==> src/hdl/gpp_pkg.sv <==
`default_nettype none

package gpp_pkg;

    // Frame buffer is kept as 16-bit pairs: {even byte, odd byte}
    localparam int PairWords  = 512;
    localparam int PairAddrW  = $clog2(PairWords);
    localparam int QueueDepth = 2;

    localparam logic [7:0] CmdExtended  = 8'h36;
    localparam logic [7:0] CmdBasic     = 8'h30;
    localparam logic [7:0] AddrBase     = 8'h80;

    // Decoded pixel request; pair_addr = {half, row[4:0], pair[2:0]}
    typedef struct packed {
        logic [PairAddrW-1:0] pair_addr;
        logic                 odd_sel;
        logic [7:0]           bit_mask;
        logic                 set_pixel;
        logic                 command;
    } item_t;

endpackage

`default_nettype wire

==> src/hdl/gpp_front.sv <==
`default_nettype none

module gpp_front #(
    parameter int QUEUE_DEPTH = gpp_pkg::QueueDepth
) (
    input  wire logic          clk,
    input  wire logic          rst_n,
    input  wire logic          push,
    output logic               full,
    input  wire logic [6:0]    pixel_x,
    input  wire logic [5:0]    pixel_y,
    input  wire logic          set_pixel,
    input  wire logic          command,
    input  wire logic          clearing,
    output gpp_pkg::item_t     item,
    output logic               item_valid,
    input  wire logic          item_take
);

    localparam int PTR_W = (QUEUE_DEPTH > 1) ? $clog2(QUEUE_DEPTH) : 1;
    localparam int CNT_W = $clog2(QUEUE_DEPTH + 1);

    gpp_pkg::item_t q_mem_reg [QUEUE_DEPTH];
    logic [PTR_W-1:0] wr_ptr_reg, wr_ptr_next;
    logic [PTR_W-1:0] rd_ptr_reg, rd_ptr_next;
    logic [CNT_W-1:0] count_reg, count_next;

    gpp_pkg::item_t dec;
    logic push_ok;
    logic take_ok;

    // Classify: half, row, pair and byte select straight from the coordinates
    always_comb
    begin
        dec.pair_addr = {pixel_y[5], pixel_y[4:0], pixel_x[6:4]};
        dec.odd_sel   = pixel_x[3];
        dec.bit_mask  = 8'h80 >> pixel_x[2:0];
        dec.set_pixel = set_pixel;
        dec.command   = command;
    end

    assign full       = (count_reg == CNT_W'(QUEUE_DEPTH)) || clearing;
    assign push_ok    = push && !full;
    assign item_valid = (count_reg != '0);
    assign take_ok    = item_take && item_valid;
    assign item       = q_mem_reg[rd_ptr_reg];

    always_comb
    begin
        wr_ptr_next = wr_ptr_reg;
        rd_ptr_next = rd_ptr_reg;
        if (push_ok)
        begin
            wr_ptr_next = (wr_ptr_reg == PTR_W'(QUEUE_DEPTH - 1)) ? '0 : wr_ptr_reg + 1'b1;
        end
        if (take_ok)
        begin
            rd_ptr_next = (rd_ptr_reg == PTR_W'(QUEUE_DEPTH - 1)) ? '0 : rd_ptr_reg + 1'b1;
        end
        count_next = count_reg + CNT_W'(push_ok) - CNT_W'(take_ok);
    end

    always_ff @(posedge clk or negedge rst_n)
    begin
        if (!rst_n)
        begin
            wr_ptr_reg <= '0;
            rd_ptr_reg <= '0;
            count_reg  <= '0;
        end
        else
        begin
            wr_ptr_reg <= wr_ptr_next;
            rd_ptr_reg <= rd_ptr_next;
            count_reg  <= count_next;
        end
    end

    always_ff @(posedge clk)
    begin
        if (push_ok)
        begin
            q_mem_reg[wr_ptr_reg] <= dec;
        end
    end

endmodule

`default_nettype wire

==> config.mk <==
export PLATFORM = sky130hd
export DESIGN_NAME = gpp_front
export DESIGN_NICKNAME = d
export VERILOG_FILES = /design/src/hdl/gpp_pkg.sv /design/src/hdl/gpp_front.sv
export SDC_FILE = /design/constraint.sdc
export NUM_CORES = 1
export LEC_CHECK = 0
export BUFFER_PORTS_ARGS = -buffer_cell sky130_fd_sc_hd__buf_4
export CELL_PAD_IN_SITES_DETAIL_PLACEMENT = 1
export CELL_PAD_IN_SITES_GLOBAL_PLACEMENT = 2
export CORE_MARGIN = 1
export CORE_UTILIZATION = 30
export DETAILED_ROUTE_END_ITERATION = 6
export GPL_ROUTABILITY_DRIVEN = 0
export PLACE_DENSITY_LB_ADDON = 0.1
export SLEW_MARGIN = 25
export SYNTH_ARGS = -nofsm -noshare
export SYNTH_HDL_FRONTEND = slang
export SYNTH_SLANG_ARGS = --single-unit
==> constraint.sdc <==
create_clock -name clk -period 2.46 [get_ports clk]
set_clock_uncertainty 0.05 [all_clocks]
set_input_delay 0.369 -clock clk [delete_from_list [all_inputs] [get_ports clk]]
set_output_delay 0.369 -clock clk [all_outputs]
set_load 0.01 [all_outputs]
Word level (Yosys, flattened, before mapping) --
Memories as Yosys holds them, arrays and structs flattened. Cells that the tools add are included.
Cells by class: add/sub/neg operators 4, eq/ne operators 1, shift operators 1, mux-type cells 4, reduce and logical (&&, ||, !) cells 5
Operators by type and width (number):
- 8-bit by 3-bit >> shifter with 8-bit output (first input constant) | 1
- 1-bit 2-to-1 mux | 4
- 1-bit adder (second input constant) | 2
- 2-bit by 1-bit adder with 2-bit output | 1
- 2-bit == test (second input constant) | 1
- 1-bit logical AND | 2
- 2-bit nonzero test | 1
- 2-bit by 1-bit subtractor with 2-bit output | 1
- 1-bit logical NOT | 1
- 1-bit logical OR | 1
Storage, ports and cells: register bits 4, bits in writable memories 40, input bits 20, output and inout port bits 22, word-level logic and storage cells 19, memories kept 1
Memory list:
- q_mem_reg | depth 2, width 20, rd ports 1, clocked after Yosys merged registers in 0, wr ports 1, RTL line gpp_front.sv:23 | gpp_pkg::item_t q_mem_reg [QUEUE_DEPTH];

Longest topological paths before layout --
depth after elaboration 6, mapped depth 7

Worst setup path before layout --
Ideal clock, no wire load.
kind register to register, start point register count_reg[1], end point memory q_mem_reg[1][0] in the netlist's numbering, enable pin, library setup time 397 ps, data arrival time 1514 ps, slack 500 ps, cell stages (with the launch flop) 4, path buffers 0, clock period less this slack 1960 ps, cell sequence dfrtp_1 -> nand2b_1 -> nand3b_1 -> nor2_1
On the way: longest elaborated chain between the ends 6
Ends and longest elaborated chain:
- start, declared | RTL line gpp_front.sv:26 | logic [CNT_W-1:0] count_reg, count_next;
- start signal, assigned | RTL line gpp_front.sv:75 | count_reg <= count_next;
- 2-bit == test | RTL line gpp_front.sv:42 | assign full = (count_reg == CNT_W'(QUEUE_DEPTH)) || clearing;
- 1-bit logical OR | RTL line gpp_front.sv:42
- 1-bit logical NOT | RTL line gpp_front.sv:43 | assign push_ok = push && !full;
- 1-bit logical AND | RTL line gpp_front.sv:43
- 1-bit 2-to-1 mux | RTL line gpp_front.sv:81 | if (push_ok)
- 1-bit 2-to-1 mux (not written as such) | RTL line gpp_front.sv:83 | q_mem_reg[wr_ptr_reg] <= dec;
- end, declared | RTL line gpp_front.sv:23
Every way passes these cells.

==> run metrics <==
post-synth top area cell edfxtp_1; router iterations before antenna repair 4; CTS tree built; cell chain of the critical path buf_4 -> mux2_2 -> buf_4; critical path class flop to output pin; ranking of synthesized cells by area edfxtp_1 70%, mux2_2 13%, dfrtp_1 5.8%, and3b_1 1.5%, xnor2_1 1.5%; Crit-path slowest cell dfrtp_1; period utilisation layout 79.9%; Slew headroom 80.0%; DR DRC count 0; sequential share of the synthesized area 75.9%; Routed Antenna Nets 0; fillcell total 552; async set-or-reset flop fraction in the synthesized netlist 9.09%; crit path to item[2]; FP Rows 27; gr usage total 11.0%; initial cell density of the core 31.1%; largest net degree at the start of global routing 21; fmax 0.509 GHz; vias per inst 4.44; cts bufs inserted 5; die height 77.6 um; Overflow after GRT 0; Mapped Nets 111; RSZ-0062 raised after global routing no; Max-Cap Viols 0; slowest stage delay, CP 0.42 ns; number of vias in the routed layout 942; max-slew violations 0; Mapped Area 1710 um2; WL/cell 14.6 um; critical path required time 2.04 ns; Synth top cells by count 40 x edfxtp_1, 20 x mux2_2, 4 x dfrtp_1; Final min period 1.97 ns; I/O Buffers 41; R2R Path End count_reg[1]$_DFF_PN0_; dominant synthesized flop cell edfxtp_1; CP startpoint rd_ptr_reg$_DFFE_PN0P_; combinational family with the most area after synthesis multiplexers; Synth cell types 17; Crit Path Max Fanout 18; post-synthesis compound-gate area fraction 0%; placed insts 203; total die area 6020 um2; share of the synthesized area in the top cell type 70.1%; WP depth 3; final wirelength 3090 um; P_leak 0.000855 uW; n_diodes 0; # setup viols final 0; power density cells 1000 nW/um2; post-synthesis cell count 89; R2R Setup Slk 0.68 ns; area growth from synthesis to layout 30.8%; final non-filler cell area 2240 um2; hold_buf cts 1; XOR/XNOR Fraction of Synth Area 2.04%; Largest register FFs 40; Hold Vio Cnt, Final 0; Setup Buffers After CTS 0; FF+latch count, synth 44; adder-cell share of the synthesized area 1.46%; antenna violations before repair 0; fin cells 212; vias in the first global route 1052; post-cts resize count 0; critical path endpoint category output pin; crit path DAT 1.55 ns; width of the die 77.6 um; Post-synth EDFFs 40; Critical R2R Launch count_reg[1]$_DFF_PN0_; synth warn 0; Worst Path Buf+Inv 2; HP Class primary input to flop; share of cells above drive strength 1 53.6%; maximum vdd ir drop 0.000512 V; Setup TNS 0 ns; core area 5510 um2; Area after DPL 2120 um2; clock sinks 44; DRT iter0 DRCs 36; top cell family by delay on the critical path buffers and inverters; clock edge transition at the registers on the reported setup and hold paths 0.08 ns; CTS max path bufs 2; Mean Syn Cell Area 19.3 um2; IO Pins 42; Total Power 2250 uW; first-pass GRT wire length 4900 um; Worst R2R Path Depth 7; Detailed Place HPWL 2120 um; Crit path top cell by count buf_4; root cell of the clock tree clkbuf_8; Worst-Margin Slew 0.300 ns; outcome completed; Simple-Gate Fraction of Synth Area 6.13%; nets 161; mux cell area share after synthesis 13.1%; type of origin of the critical path flop; most frequent cell after synthesis edfxtp_1; Clk Latency, worst-skew pair 0.28 ns; H-tree Lvls 2
[report_power, final]
part	switching (uW)	internal, uW	total (uW)	leakage [uW]
logic	332	398	730	0.000383
registers	51.9	944	996	0.000416
clock network	225	301	526	0.0000552
total	608	1640	2250	0.000855
[stage by stage]
stage	setup slack (ns)	util, %	hold WS (ns)
after floorplan	0.500	-	0.0234
after global placement	0.758	38.6	0.122
after detailed placement	0.695	38.6	0.121
after CTS	0.456	40.7	0.199
after global routing	0.416	40.7	0.191
final	0.495	40.7	0.214
[kinds of logic (layout without fill, tap and decap cells)]
family | Yosys count | after routing
multiplexers | 20 | 20
adder cells (fa/ha/maj) | 2 | 2
flip-flops | 44 | 44
AND/OR/NAND/NOR | 15 | 15
XOR/XNOR | 4 | 4
buffers and inverters | 4 | 55
[cells in the final DEF, fill, tap and decap left out]
| cell type | synthesis | final |
|---|---|---|
| edfxtp_1 | 40 | 40 |
| dlygate4sd3_1 | 0 | 1 |
| or2_4 | 1 | 1 |
| buf_4 | 2 | 44 |
| and2_4 | 1 | 1 |
| and3_1 | 1 | 1 |
| bufinv_16 | 0 | 1 |
| nor3_1 | 1 | 1 |
| nand3b_1 | 1 | 1 |
| nand2b_1 | 2 | 2 |
| nor2_2 | 0 | 2 |
| inv_1 | 2 | 2 |
| nor3b_1 | 3 | 3 |
| dfrtp_1 | 4 | 4 |
| ha_1 | 2 | 2 |
| xor2_1 | 1 | 1 |
| and3b_1 | 3 | 3 |
| clkbuf_8 | 0 | 5 |
| mux2_2 | 20 | 20 |
| xnor2_1 | 3 | 3 |
| clkbuf_1 | 0 | 1 |
| clkinv_2 | 0 | 1 |
[final cells by class]
| class | count | area (um2) | share of cell area (%) |
|---|---|---|---|
| Tap cell | 72 | 90.1 | 4.02 |
| Clock inverter | 2 | 35.0 | 1.56 |
| Sequential cell | 44 | 1300 | 58.0 |
| Inverter | 2 | 7.51 | 0.335 |
| Timing Repair Buffer | 45 | 340 | 15.2 |
| Clock buffer | 6 | 72.6 | 3.24 |
| Multi-Input combinational cell | 41 | 395 | 17.6 |
[layer usage]
layer | up-vias | part of all wire [%] | track usage [%]
met1 | 477 | 38 | 11.7
met4 | 0 | 1.2 | 4.53
li1 | 433 | - | -
met5 | - | 0 | 0
met3 | 4 | 5.8 | 3.41
met2 | 28 | 55 | 20.1
[worst min path at each step]
stage                     cells after the start  slack, ns        from                    endpoint
after detailed placement                      1       0.12       rst_n      wr_ptr_reg$_DFFE_PN0P_
final                                         1       0.21  pixel_y[2]  q_mem_reg[1][16]$_DFFE_PP_
after global placement                        1       0.12       rst_n      wr_ptr_reg$_DFFE_PN0P_
after global routing                          1       0.19  pixel_y[2]  q_mem_reg[1][16]$_DFFE_PP_
after CTS                                     1       0.20  pixel_y[3]  q_mem_reg[0][17]$_DFFE_PP_
after floorplan                               0       0.02       rst_n      count_reg[0]$_DFF_PN0_
Note: power is estimated with default switching activity, not from simulation.
